$ cat config.mk
export PLATFORM = sky130hd
export DESIGN_NAME = c_subset_token_scanner
export DESIGN_NICKNAME = d
export VERILOG_FILES = /design/src/hdl/cst_pkg.sv /design/src/hdl/cst_scan_step.sv /design/src/hdl/cst_token_fifo.sv /design/src/hdl/c_subset_token_scanner.sv
export VERILOG_INCLUDE_DIRS = /design/src /design/src/hdl
export SDC_FILE = /design/constraint.sdc
export NUM_CORES = 1
export LEC_CHECK = 0
export ABC_AREA = 1
export BUFFER_PORTS_ARGS = -buffer_cell sky130_fd_sc_hd__buf_2
export CAP_MARGIN = 40
export CORE_ASPECT_RATIO = 0.6
export CORE_MARGIN = 1
export CORE_UTILIZATION = 50
export CTS_BUF_LIST = sky130_fd_sc_hd__clkbuf_8
export DETAILED_ROUTE_END_ITERATION = 7
export GPL_TIMING_DRIVEN = 0
export PLACE_DENSITY = 0.81
export SLEW_MARGIN = 5
export SYNTH_ARGS = -nofsm -noshare
export SYNTH_HDL_FRONTEND = slang
export SYNTH_SLANG_ARGS = --single-unit
export TNS_END_PERCENT = 5
$ cat constraint.sdc
create_clock -name clk -period 5.85 [get_ports clk]
set_input_delay 1.17 -clock clk [delete_from_list [all_inputs] [get_ports clk]]
set_output_delay 1.17 -clock clk [all_outputs]
set_load 0.05 [all_outputs]
$ cat src/hdl/c_subset_token_scanner_macros.svh
// Assertion helpers shared by the scanner RTL.
// Each macro takes a label, a condition and a consequence, clocked on clk
// and held off while rst_n is low.
`ifndef C_SUBSET_TOKEN_SCANNER_MACROS_SVH
`define C_SUBSET_TOKEN_SCANNER_MACROS_SVH

// Consequence must hold in the same cycle as the condition.
`define CST_ASSERT_SAME(label, cond, cons) \
    label: assert property (@(posedge clk) disable iff (!rst_n) (cond) |-> (cons)) \
        else $error("scanner check failed");

// Consequence must hold in the cycle after the condition.
`define CST_ASSERT_NEXT(label, cond, cons) \
    label: assert property (@(posedge clk) disable iff (!rst_n) (cond) |=> (cons)) \
        else $error("scanner check failed");

`endif

$ cat src/hdl/cst_pkg.sv
`timescale 1ns / 1ps
`default_nettype none

package cst_pkg;

    // Widths of positions, spans and the keyword prefix.
    localparam int POS_W    = 16;
    localparam int SPAN_W   = 16;
    localparam int KW_CHARS = 8;
    localparam int PREFIX_W = KW_CHARS * 8;
    localparam int LEN_W    = 4;
    localparam int KIND_W   = 6;
    localparam int KW_COUNT = 14;

    localparam logic [POS_W-1:0] POS_MAX = {POS_W{1'b1}};

    // Scanner modes.
    localparam logic [2:0] MODE_IDLE = 3'd0;
    localparam logic [2:0] MODE_SKIP = 3'd1;
    localparam logic [2:0] MODE_STR  = 3'd2;
    localparam logic [2:0] MODE_NUM  = 3'd3;
    localparam logic [2:0] MODE_WORD = 3'd4;
    localparam logic [2:0] MODE_STAR = 3'd5;

    // Token kinds.
    localparam logic [KIND_W-1:0] K_END     = 6'd0;
    localparam logic [KIND_W-1:0] K_ERR     = 6'd1;
    localparam logic [KIND_W-1:0] K_ID      = 6'd2;
    localparam logic [KIND_W-1:0] K_NUM     = 6'd3;
    localparam logic [KIND_W-1:0] K_STR     = 6'd4;
    localparam logic [KIND_W-1:0] K_KW_BASE = 6'd5;
    localparam logic [KIND_W-1:0] K_PLUS    = 6'd19;
    localparam logic [KIND_W-1:0] K_MINUS   = 6'd20;
    localparam logic [KIND_W-1:0] K_POW     = 6'd21;
    localparam logic [KIND_W-1:0] K_MUL     = 6'd22;
    localparam logic [KIND_W-1:0] K_DIV     = 6'd23;
    localparam logic [KIND_W-1:0] K_MOD     = 6'd24;
    localparam logic [KIND_W-1:0] K_LPAREN  = 6'd25;
    localparam logic [KIND_W-1:0] K_RPAREN  = 6'd26;
    localparam logic [KIND_W-1:0] K_LBRACE  = 6'd27;
    localparam logic [KIND_W-1:0] K_RBRACE  = 6'd28;
    localparam logic [KIND_W-1:0] K_SEMI    = 6'd29;
    localparam logic [KIND_W-1:0] K_COMMA   = 6'd30;
    localparam logic [KIND_W-1:0] K_LESS    = 6'd31;
    localparam logic [KIND_W-1:0] K_GREATER = 6'd32;
    localparam logic [KIND_W-1:0] K_ASSIGN  = 6'd33;
    localparam logic [KIND_W-1:0] K_QUEST   = 6'd34;
    localparam logic [KIND_W-1:0] K_COLON   = 6'd35;
    localparam logic [KIND_W-1:0] K_BSLASH  = 6'd36;
    localparam logic [KIND_W-1:0] K_DOT     = 6'd37;

    // Characters with a role of their own.
    localparam logic [7:0] CH_NEWLINE = 8'h0A;
    localparam logic [7:0] CH_HASH    = 8'h23;
    localparam logic [7:0] CH_QUOTE   = 8'h22;
    localparam logic [7:0] CH_STAR    = 8'h2A;

    // Keywords, right aligned with the first character most significant.
    localparam logic [PREFIX_W-1:0] KW_TEXT [KW_COUNT] = '{
        64'h0000_7265_7475_726E,   // return
        64'h0000_0000_0000_6966,   // if
        64'h0000_0000_656C_7365,   // else
        64'h0000_0077_6869_6C65,   // while
        64'h0000_0000_0066_6F72,   // for
        64'h0000_0000_0000_646F,   // do
        64'h0000_7072_696E_7466,   // printf
        64'h0000_0000_7472_7565,   // true
        64'h0000_0066_616C_7365,   // false
        64'h756E_7369_676E_6564,   // unsigned
        64'h0000_0000_0069_6E74,   // int
        64'h0000_0066_6C6F_6174,   // float
        64'h0000_0000_6C6F_6E67,   // long
        64'h0000_0000_6175_746F    // auto
    };
    localparam logic [LEN_W-1:0] KW_LEN [KW_COUNT] = '{
        4'd6, 4'd2, 4'd4, 4'd5, 4'd3, 4'd2, 4'd6,
        4'd4, 4'd5, 4'd8, 4'd3, 4'd5, 4'd4, 4'd4
    };

    // Scanner state carried from byte to byte.
    typedef struct packed {
        logic [2:0]          mode;
        logic [POS_W-1:0]    start;
        logic [POS_W-1:0]    pos;
        logic [PREFIX_W-1:0] prefix;
        logic [LEN_W-1:0]    len;
    } scan_state_t;

    // One token result.
    typedef struct packed {
        logic [KIND_W-1:0] kind;
        logic [SPAN_W-1:0] span_start;
        logic [SPAN_W-1:0] span_end;
        logic              last;
    } token_t;

    // The tokens caused by one byte, in order.
    typedef struct packed {
        logic [1:0] count;
        token_t     first;
        token_t     second;
    } step_out_t;

    function automatic logic [POS_W-1:0] sat_inc(input logic [POS_W-1:0] p);
        return (p == POS_MAX) ? p : p + POS_W'(1);
    endfunction

    function automatic logic is_space(input logic [7:0] c);
        return (c == 8'd32) || (c >= 8'd9 && c <= 8'd13);
    endfunction

    function automatic logic is_digit(input logic [7:0] c);
        return (c >= 8'h30) && (c <= 8'h39);
    endfunction

    function automatic logic is_alpha(input logic [7:0] c);
        return (c >= 8'h61 && c <= 8'h7A) || (c >= 8'h41 && c <= 8'h5A) || (c == 8'h5F);
    endfunction

    function automatic token_t make_token(input logic [KIND_W-1:0] kind,
                                          input logic [POS_W-1:0]  s,
                                          input logic [POS_W-1:0]  e);
        token_t t;
        t.kind       = kind;
        t.span_start = s[SPAN_W-1:0];
        t.span_end   = e[SPAN_W-1:0];
        t.last       = 1'b0;
        return t;
    endfunction

    // Single-character operators; anything unlisted is an error token.
    function automatic logic [KIND_W-1:0] op_kind(input logic [7:0] c);
        logic [KIND_W-1:0] k;
        case (c)
            8'h2B:   k = K_PLUS;
            8'h2D:   k = K_MINUS;
            8'h2F:   k = K_DIV;
            8'h25:   k = K_MOD;
            8'h28:   k = K_LPAREN;
            8'h29:   k = K_RPAREN;
            8'h7B:   k = K_LBRACE;
            8'h7D:   k = K_RBRACE;
            8'h3B:   k = K_SEMI;
            8'h2C:   k = K_COMMA;
            8'h3C:   k = K_LESS;
            8'h3E:   k = K_GREATER;
            8'h3D:   k = K_ASSIGN;
            8'h3F:   k = K_QUEST;
            8'h3A:   k = K_COLON;
            8'h5C:   k = K_BSLASH;
            8'h2E:   k = K_DOT;
            default: k = K_ERR;
        endcase
        return k;
    endfunction

    // Keyword lookup: the fourteen compares run side by side.
    function automatic logic [KIND_W-1:0] word_kind(input logic [PREFIX_W-1:0] prefix,
                                                    input logic [LEN_W-1:0]    len);
        logic [KIND_W-1:0] k;
        k = K_ID;
        if (len <= LEN_W'(KW_CHARS)) begin
            for (int i = 0; i < KW_COUNT; i++) begin
                if (len == KW_LEN[i] && prefix == KW_TEXT[i]) begin
                    k = K_KW_BASE + KIND_W'(i);
                end
            end
        end
        return k;
    endfunction

endpackage

`default_nettype wire

$ cat src/hdl/cst_scan_step.sv
`timescale 1ns / 1ps
`default_nettype none

module cst_scan_step (
    input  wire cst_pkg::scan_state_t state,
    input  wire logic [7:0]           text_byte,
    input  wire logic                 end_of_text,
    output cst_pkg::scan_state_t      state_next,
    output cst_pkg::step_out_t        result
);
    import cst_pkg::*;

    logic [POS_W-1:0] pos;
    logic [POS_W-1:0] pos_inc;
    token_t           tok_a;
    token_t           tok_b;
    logic [1:0]       cnt;
    logic             rescan;
    token_t           idle_tok;
    logic             idle_emit;

    // One byte of scanning: up to two tokens and the next state.
    always_comb
    begin
        pos        = state.pos;
        pos_inc    = sat_inc(pos);
        state_next = state;
        state_next.pos = pos_inc;
        tok_a      = '0;
        tok_b      = '0;
        cnt        = 2'd0;
        rescan     = 1'b0;
        idle_tok   = make_token(op_kind(text_byte), pos, pos_inc);
        idle_emit  = 1'b0;

        if (end_of_text)
        begin
            // Flush a pending token, then END; all state returns to reset.
            case (state.mode)
                MODE_STR:
                begin
                    tok_a = make_token(K_STR, state.start, pos);
                    cnt   = 2'd1;
                end
                MODE_NUM:
                begin
                    tok_a = make_token(K_NUM, state.start, pos);
                    cnt   = 2'd1;
                end
                MODE_WORD:
                begin
                    tok_a = make_token(word_kind(state.prefix, state.len), state.start, pos);
                    cnt   = 2'd1;
                end
                MODE_STAR:
                begin
                    tok_a = make_token(K_MUL, state.start, pos);
                    cnt   = 2'd1;
                end
                default:
                begin
                    cnt = 2'd0;
                end
            endcase
            if (cnt == 2'd0)
            begin
                tok_a = make_token(K_END, pos, pos);
            end
            else
            begin
                tok_b = make_token(K_END, pos, pos);
            end
            cnt        = cnt + 2'd1;
            state_next = '0;
        end
        else
        begin
            case (state.mode)
                MODE_SKIP:
                begin
                    if (text_byte == CH_NEWLINE)
                    begin
                        state_next.mode = MODE_IDLE;
                    end
                end
                MODE_STR:
                begin
                    if (text_byte == CH_QUOTE)
                    begin
                        tok_a           = make_token(K_STR, state.start, pos_inc);
                        cnt             = 2'd1;
                        state_next.mode = MODE_IDLE;
                    end
                    else if (text_byte == CH_NEWLINE)
                    begin
                        tok_a           = make_token(K_STR, state.start, pos);
                        cnt             = 2'd1;
                        state_next.mode = MODE_IDLE;
                    end
                end
                MODE_NUM:
                begin
                    if (!is_digit(text_byte))
                    begin
                        tok_a  = make_token(K_NUM, state.start, pos);
                        cnt    = 2'd1;
                        rescan = 1'b1;
                    end
                end
                MODE_WORD:
                begin
                    if (is_alpha(text_byte) || is_digit(text_byte))
                    begin
                        // Keep the first characters; the length saturates one past them.
                        if (state.len < LEN_W'(KW_CHARS))
                        begin
                            state_next.prefix = {state.prefix[PREFIX_W-9:0], text_byte};
                        end
                        if (state.len <= LEN_W'(KW_CHARS))
                        begin
                            state_next.len = state.len + LEN_W'(1);
                        end
                    end
                    else
                    begin
                        tok_a  = make_token(word_kind(state.prefix, state.len),
                                            state.start, pos);
                        cnt    = 2'd1;
                        rescan = 1'b1;
                    end
                end
                MODE_STAR:
                begin
                    if (text_byte == CH_STAR)
                    begin
                        tok_a           = make_token(K_POW, state.start, pos_inc);
                        cnt             = 2'd1;
                        state_next.mode = MODE_IDLE;
                    end
                    else
                    begin
                        tok_a  = make_token(K_MUL, state.start, pos);
                        cnt    = 2'd1;
                        rescan = 1'b1;
                    end
                end
                default:
                begin
                    rescan = 1'b1;
                end
            endcase

            // The byte that ended a token is scanned again from idle.
            if (rescan)
            begin
                state_next.mode = MODE_IDLE;
                if (is_space(text_byte))
                begin
                    state_next.mode = MODE_IDLE;
                end
                else if (text_byte == CH_HASH)
                begin
                    state_next.mode = MODE_SKIP;
                end
                else if (text_byte == CH_QUOTE)
                begin
                    state_next.mode  = MODE_STR;
                    state_next.start = pos;
                end
                else if (is_digit(text_byte))
                begin
                    state_next.mode  = MODE_NUM;
                    state_next.start = pos;
                end
                else if (is_alpha(text_byte))
                begin
                    state_next.mode   = MODE_WORD;
                    state_next.start  = pos;
                    state_next.prefix = {{(PREFIX_W-8){1'b0}}, text_byte};
                    state_next.len    = LEN_W'(1);
                end
                else if (text_byte == CH_STAR)
                begin
                    state_next.mode  = MODE_STAR;
                    state_next.start = pos;
                end
                else
                begin
                    idle_emit = 1'b1;
                end
            end

            if (idle_emit)
            begin
                if (cnt == 2'd0)
                begin
                    tok_a = idle_tok;
                end
                else
                begin
                    tok_b = idle_tok;
                end
                cnt = cnt + 2'd1;
            end
        end

        // Mark the final token caused by this byte.
        if (cnt == 2'd2)
        begin
            tok_b.last = 1'b1;
        end
        else if (cnt == 2'd1)
        begin
            tok_a.last = 1'b1;
        end

        result.count  = cnt;
        result.first  = tok_a;
        result.second = tok_b;
    end

endmodule

`default_nettype wire

$ cat src/hdl/cst_token_fifo.sv
`timescale 1ns / 1ps
`default_nettype none

module cst_token_fifo (
    input  wire logic               clk,
    input  wire logic               rst_n,
    input  wire logic               push,
    input  wire cst_pkg::step_out_t push_data,
    output logic                    room,
    output logic                    out_valid,
    input  wire logic               out_ready,
    output cst_pkg::token_t         head
);
    import cst_pkg::*;

    localparam int DEPTH = 4;
    localparam int PTR_W = $clog2(DEPTH);
    localparam int FILL_W = PTR_W + 1;

    token_t             mem [DEPTH];
    logic [PTR_W-1:0]   wr_ptr_reg;
    logic [PTR_W-1:0]   wr_ptr_next;
    logic [PTR_W-1:0]   rd_ptr_reg;
    logic [PTR_W-1:0]   rd_ptr_next;
    logic [FILL_W-1:0]  fill_reg;
    logic [FILL_W-1:0]  fill_next;
    logic [FILL_W-1:0]  push_cnt;
    logic               pop;

    // Pointer and fill bookkeeping; a step may add two tokens at once.
    always_comb
    begin
        pop         = out_valid && out_ready;
        push_cnt    = push ? FILL_W'(push_data.count) : '0;
        wr_ptr_next = wr_ptr_reg + push_cnt[PTR_W-1:0];
        rd_ptr_next = rd_ptr_reg + PTR_W'(pop);
        fill_next   = fill_reg + push_cnt - FILL_W'(pop);
    end

    always_ff @(posedge clk or negedge rst_n)
    begin
        if (!rst_n)
        begin
            wr_ptr_reg <= '0;
            rd_ptr_reg <= '0;
            fill_reg   <= '0;
        end
        else
        begin
            wr_ptr_reg <= wr_ptr_next;
            rd_ptr_reg <= rd_ptr_next;
            fill_reg   <= fill_next;
        end
    end

    // Token storage.
    always_ff @(posedge clk)
    begin
        if (push && push_data.count != 2'd0)
        begin
            mem[wr_ptr_reg] <= push_data.first;
        end
        if (push && push_data.count == 2'd2)
        begin
            mem[wr_ptr_reg + PTR_W'(1)] <= push_data.second;
        end
    end

    // A step may go ahead only while two free entries remain.
    assign room      = fill_reg <= FILL_W'(DEPTH - 2);
    assign out_valid = fill_reg != '0;
    assign head      = mem[rd_ptr_reg];

endmodule

`default_nettype wire

$ cat src/hdl/c_subset_token_scanner.sv
// Channel  Handshake           Payload                                      Per item
// input    in_valid/in_ready   text_byte, end_of_text                       one source byte
// output   out_valid/out_ready token_kind, span_start, span_end,            one token
//                              last_of_run
//
// A byte is taken every cycle while the token queue has two free entries.
// Output runs at one token a cycle while out_ready is high, so a byte that ends one token and starts
// another puts two tokens in the queue; the four-entry token queue absorbs it.
// The first token of a byte passes the input register and the token queue before it shows on out_valid.
// Reset clears the scanner state and the queue at once; there is no sweep.
// A stalled output only holds off input once the queue is nearly full.
`timescale 1ns / 1ps
`default_nettype none

`include "c_subset_token_scanner_macros.svh"

module c_subset_token_scanner (
    input  wire logic       clk,
    input  wire logic       rst_n,
    input  wire logic       in_valid,
    output logic            in_ready,
    input  wire logic [7:0] text_byte,
    input  wire logic       end_of_text,
    output logic            out_valid,
    input  wire logic       out_ready,
    output logic [5:0]      token_kind,
    output logic [15:0]     span_start,
    output logic [15:0]     span_end,
    output logic            last_of_run
);
    import cst_pkg::*;

    logic        hold_vld_reg;
    logic        hold_vld_next;
    logic [7:0]  hold_byte_reg;
    logic        hold_eot_reg;
    logic        step_go;
    logic        fifo_room;
    scan_state_t state_reg;
    scan_state_t state_next;
    step_out_t   step;
    token_t      head;

    // Input register: refills in the same cycle it is stepped.
    assign step_go       = hold_vld_reg && fifo_room;
    assign in_ready      = !hold_vld_reg || step_go;
    assign hold_vld_next = in_ready ? in_valid : hold_vld_reg;

    always_ff @(posedge clk or negedge rst_n)
    begin
        if (!rst_n)
        begin
            hold_vld_reg <= 1'b0;
        end
        else
        begin
            hold_vld_reg <= hold_vld_next;
        end
    end

    always_ff @(posedge clk)
    begin
        if (in_valid && in_ready)
        begin
            hold_byte_reg <= text_byte;
            hold_eot_reg  <= end_of_text;
        end
    end

    // Scanner state advances once per stepped byte.
    always_ff @(posedge clk or negedge rst_n)
    begin
        if (!rst_n)
        begin
            state_reg <= '0;
        end
        else if (step_go)
        begin
            state_reg <= state_next;
        end
    end

    cst_scan_step u_step (
        .state       (state_reg),
        .text_byte   (hold_byte_reg),
        .end_of_text (hold_eot_reg),
        .state_next  (state_next),
        .result      (step)
    );

    cst_token_fifo u_fifo (
        .clk       (clk),
        .rst_n     (rst_n),
        .push      (step_go),
        .push_data (step),
        .room      (fifo_room),
        .out_valid (out_valid),
        .out_ready (out_ready),
        .head      (head)
    );

    // Output fields.
    assign token_kind  = head.kind;
    assign span_start  = head.span_start;
    assign span_end    = head.span_end;
    assign last_of_run = head.last;

    // An end of text always yields at least the END token.
    `CST_ASSERT_SAME(a_eot_emits, step_go && hold_eot_reg, step.count != 2'd0)

    // After end of text the scanner is back at its reset state.
    `CST_ASSERT_NEXT(a_eot_rewinds, step_go && hold_eot_reg,
                     state_reg.mode == MODE_IDLE && state_reg.pos == '0)

    // The position never moves backward on an ordinary byte.
    `CST_ASSERT_NEXT(a_pos_grows, step_go && !hold_eot_reg,
                     state_reg.pos >= $past(state_reg.pos))

endmodule

`default_nettype wire

# Word level (Yosys, flattened, before mapping)
# Memories as Yosys holds them, arrays and structs flattened.
# Index checks and enable logic that the tools add are counted.
[classes]
add_sub_neg = 9
order_cmp = 11
n_eq_ne = 54
mux = 88
n_reduce_logical = 40
[op_table]
columns = ["cell", "count"]
rows = [
  ["two-way mux 68 bit", 9],
  ["two-way mux 39 bit", 9],
  ["case mux 39 bit (4 select lines)", 2],
  ["equality test 64 x 31 -> 1 bit, second input constant", 4],
  ["equality test 64 x 39 -> 1 bit, second input constant", 3],
  ["equality test 8 x 6 -> 1 bit, second input constant", 18],
  ["equality test 64 x 15 -> 1 bit, second input constant", 2],
  ["equality test 64 x 23 -> 1 bit, second input constant", 2],
  ["equality test 64 x 47 -> 1 bit, second input constant", 2],
  ["two-way mux 19 bit", 6],
  ["case mux 6 bit (17 select lines)", 1],
  ["two-way mux 35 bit", 2],
  ["two-way mux 6 bit", 11],
  ["equality test 64 x 63 -> 1 bit, second input constant", 1],
  ["two-way mux 16 bit", 4],
  ["two-way mux 64 bit", 1],
  ["two-way mux 36 bit", 1],
  ["two-way mux 33 bit", 1],
  ["equality test 8 x 7 -> 1 bit, second input constant", 4],
  ["two-way mux 3 bit", 8],
  ["logical AND 1 bit", 23],
  ["two-way mux 1 bit", 22],
  ["adder 16 x 1 -> 16 bit, second input constant", 1],
  ["equality test 16 bit, second input constant", 1],
  ["other kinds (41)", 64],
]
[totals]
ff_bits = 120
ramBits = 156
n_memories = 1
[memory_table]
columns = ["memory", "words", "word_bits", "rd", "rd_ports_with_merged_regs", "write_ports", "line", "rtl"]
rows = [
  ["u_fifo.mem", 4, 39, 1, 0, 2, "cst_token_fifo.sv:20", "token_t mem [DEPTH];"],
]

# Depth between registers and ports, before layout
[depth]
depth_word = 24
depth_mapped = 22

# By module
# A second synthesis with hierarchy kept.
[hier_totals]
hier_cells = 2622
hier_area_um2 = 18675.4
[by_module_without_submodules]
columns = ["mod", "n_inst", "cells_each", "area_per_inst_um2", "seq_area_each_um2"]
rows = [
  ["cst_token_fifo", 1, 864, 8000.2, 4859.7],
  ["cst_scan_step", 1, 1294, 6227.2, 0.0],
  ["c_subset_token_scanner", 1, 464, 4448.0, 2872.8],
]

# Worst setup path after synthesis
# OpenSTA, ideal clock, no wires.
[synth_path]
kind = "reg-to-reg"
from = "register hold_byte_reg[7]"
to = "memory u_fifo.mem[0][0] (netlist name), enable pin"
setup_ns = 0.489
arrival_ns = 5.090
slack_ns = 0.271
stages_incl_launch_ff = 17
period_less_slack_ns = 5.579
cell_sequence = "edfxtp_1 nor2_2 inv_1 nor2_2 nand2_1 o21ai_2 nand2_4 nand3_2 nand2_1 nor2_4 inv_2 buf_2 ha_1 o21ai_0 nor2_1 nor2_1 o21ai_0"
[synth_lines]
columns = ["element", "line", "rtl"]
rows = [
  ["from (decl)", "c_subset_token_scanner.sv:35", "logic [7:0] hold_byte_reg;"],
  ["from (signal assigned)", "c_subset_token_scanner.sv:65", "hold_byte_reg <= text_byte;"],
  ["to (decl)", "cst_token_fifo.sv:20", ""],
]

==> impl_metrics.toml <==
[run_status]
status = "complete, no violations"

[floorplan]
die_y_um = 145
io_pins = 54
num_rows = 51
die_w_um = 240
die_area_um2 = 34900
start_util = 0.517
coreArea_um2 = 33000

[power_and_ir_drop]
peakVddDrop_mv = 0.370
power.density_nw_per_um2 = 487
p_leak_nw = 7.99

[timing]
setup_ws_ns = 1.12
slew_headroom = 0.314
fmax_ghz = 0.211
finalSetupViolCount = 0
slew_violations = 0
min_period_over_period = 0.809
period_needed_ns = 4.73
worst_slew_pin_slew_ns = 1.03
fin_hold_ws_ns = 0.423
fin_skew_ns = 0.0442
rsz0062_at_grt = "false"
hold_viol_final = 0

[layout]
area_delta_synth_final_pct = 11.3
drive_above_1_share = 0.107
largest_reg_flops = 156
design_area_um2 = 19000
finalNonFillerCells = 2856
nets = 2396
regArea_um2 = 7730
multi_input_area_um2 = 8120
fillCellCount = 3048
antenna_cells = 0

[setup_path]
reg2reg_to = "u_fifo.mem[0][25]$_DFFE_PP_"
crit_fanout = 20
crit_path_end_kind = "register"
worstSetupPathType = "reg2reg"
rrSetupSlack_ns = 1.12
r2r_start = "hold_byte_reg[2]$_DFFE_PP_"
crit_required_ns = 6.14
worst-r2r-cell-count = 18
startpoint_type = "register"
arrival_ns = 5.02

[drt]
wl_per_cell_um = 22.3
drc = 0
route.met2.wl_um = 23700
routed_wl_um = 63600
met1_length_um = 27500
ant_nets = 0
routed_via_density = 6.13
top_layer = "met4"
wl_met3_um = 11100
first_pass_iters = 6
num_vias = 17514
drt_iter0_drc = 2742

[synth]
async_flop_share = 0.402
syn-cell-area_um2 = 17100
synth_edf_count = 165
synth_area_per_cell_um2 = 7.54
synth-simple-area-share = 0.290
ys_types = 49
synth_compound_gate_area_share = 0.162
synthesis.nets = 2286
synth_flop_cell = "edfxtp_1"
synth_warnings = 0
synth_fa_ha_area_frac = 0.00925
syn_inst = 2261
synth_seq_area_share = 0.454
synth_top_family_by_area = "simple AND/OR/NAND/NOR gates"
synth_mux_area_frac = 0.00235
ys_seq_elements = 276
yosys.area_share.xor_xnor = 0.0103

[clock_tree]
cts-root-buf = "clkbuf_8"
cts_inserted_buffers = 44
ctsResizeCount = 0
cts_tree = "yes"
h-tree-depth = 2
cts_buffer_depth = 3
clkLatencyLatePin_ns = 0.62
cts.sinks = 276
post_cts_buffers = 0
hold_buffers = 0
clk_pin_slew_ns = 0.08

[flow_run]
maxCapViolCount = 0

[place]
portBuffers = 53
place_area_um2 = 18100
place_ws_ns = 1.44
place_hpwl_um = 47800
gp_congestion = 1.04
dp_cells = 2774

[grt]
grt_pass1_wl_um = 95900
grt_pass1_vias = 15880
antenna_found_initial = 0
grt_max_degree = 87
gr-total-overflow = 0
grt_util_all_layers = 0.366

[hold_path]
hold_path.class = "in2async"
[Yosys cell counts, types with 11 or more instances]
master	number	area, um2
xor2_1	18	158
nand2_1	743	2790
o22ai_1	98	613
edfxtp_1	165	4950
nor3_1	28	140
inv_1	167	627
nand4_1	34	213
inv_2	13	48.8
o211ai_2	27	338
ha_1	11	138
buf_1	12	45.0
dfrtp_1	111	2780
nor2_1	275	1030
o21ai_0	186	931
clkbuf_1	76	285
a21oi_1	69	345
o22ai_2	28	350
buf_2	27	135
nand3_1	91	455
[worst max path at each step]
stage / endpoint / slack [ns] / from
finish: u_fifo.mem[0][25]$_DFFE_PP_ / 1.12 / hold_byte_reg[2]$_DFFE_PP_
global route: u_fifo.mem[0][25]$_DFFE_PP_ / 0.90 / hold_byte_reg[2]$_DFFE_PP_
CTS: u_fifo.mem[0][25]$_DFFE_PP_ / 1.38 / hold_byte_reg[7]$_DFFE_PP_
detailed placement: u_fifo.mem[0][32]$_DFFE_PP_ / 1.44 / hold_byte_reg[0]$_DFFE_PP_
global placement: u_fifo.mem[0][32]$_DFFE_PP_ / -2.88 / hold_byte_reg[7]$_DFFE_PP_
floorplan: u_fifo.mem[0][0]$_DFFE_PP_ / 0.27 / hold_byte_reg[7]$_DFFE_PP_
[worst max-delay path, cell delays in order, from the launching register on]
cell and delay (ns):
edfxtp_1 0.48, inv_1 0.14, nand2_1 0.10, inv_1 0.10
nand2_1 0.14, nor2_1 0.34, o21ai_0 0.17, nand2_1 0.12
nor2_4 0.08, inv_2 0.22, buf_2 0.39, ha_1 0.31
o21ai_0 0.24, nand2_1 0.17, nor2_1 0.18, inv_2 0.12
clkbuf_1 0.34, o21ai_4 0.45, buf_12 0.28
[cells in the final DEF (no fill, tap or decap), drive strengths merged]
cell,n
o31ai,3
nor4b,1
o22ai,126
a31oi,1
nor3b,2
nand3,93
a21boi,3
a21oi,72
ha,11
xnor2,2
o211ai,27
nor4,5
nor2,288
dfrtp,111
and3,1
inv,193
fa,1
bufinv,2
clkinvlp,1
o2111ai,1
o21a,1
a22oi,1
and2,1
o41ai,2
edfxtp,165
nand2,749
clkinv,18
nand3b,5
mux2i,4
nor3,30
clkbuf,124
nand4,34
o21ai,196
xor2,18
buf,114
[cells by family (layout without fill, tap and decap cells)]
| family | Yosys count | count (layout) |
|---|---|---|
| simple gates | 1209 | 1209 |
| mux | 4 | 4 |
| flops | 276 | 276 |
| buf+inv | 307 | 452 |
| xor+xnor | 20 | 20 |
| compound gates | 433 | 433 |
| fa+ha+maj | 12 | 12 |
[power breakdown]
| part | internal, W | leakage (nW) | switching (W) |
|---|---|---|---|
| clock | 0.000846 | 0.478 | 0.000861 |
| sequential | 0.00263 | 3.05 | 0.000169 |
| combinational | 0.00106 | 4.46 | 0.00368 |
| total | 0.00454 | 7.99 | 0.00471 |
[layout make-up]
class,count,area share
Buffer,126,0.0297
Clock buffer,48,0.0348
Clock inverter,33,0.0100
Inverter,181,0.0358
Multi-Input combinational cell,1678,0.428
Sequential cell,276,0.408
Tap cell,450,0.0297
Timing Repair Buffer,64,0.0245
[routing by layer]
metal,vias up,global-route usage
li1,7773,-
met1,8256,0.569
met2,1361,0.457
met3,124,0.154
met4,0,0.0809
met5,-,0
[per-stage QoR]
stage | utilization | total power, W | TNS (ns)
floorplan | - | 0.00587 | 0
global placement | 0.542 | 0.00723 | -397.07
detailed placement | 0.549 | 0.00740 | 0
CTS | 0.575 | 0.00907 | 0
global route | 0.575 | 0.00961 | 0
finish | 0.575 | 0.00924 | 0
Power figures use the tool's default switching activity.
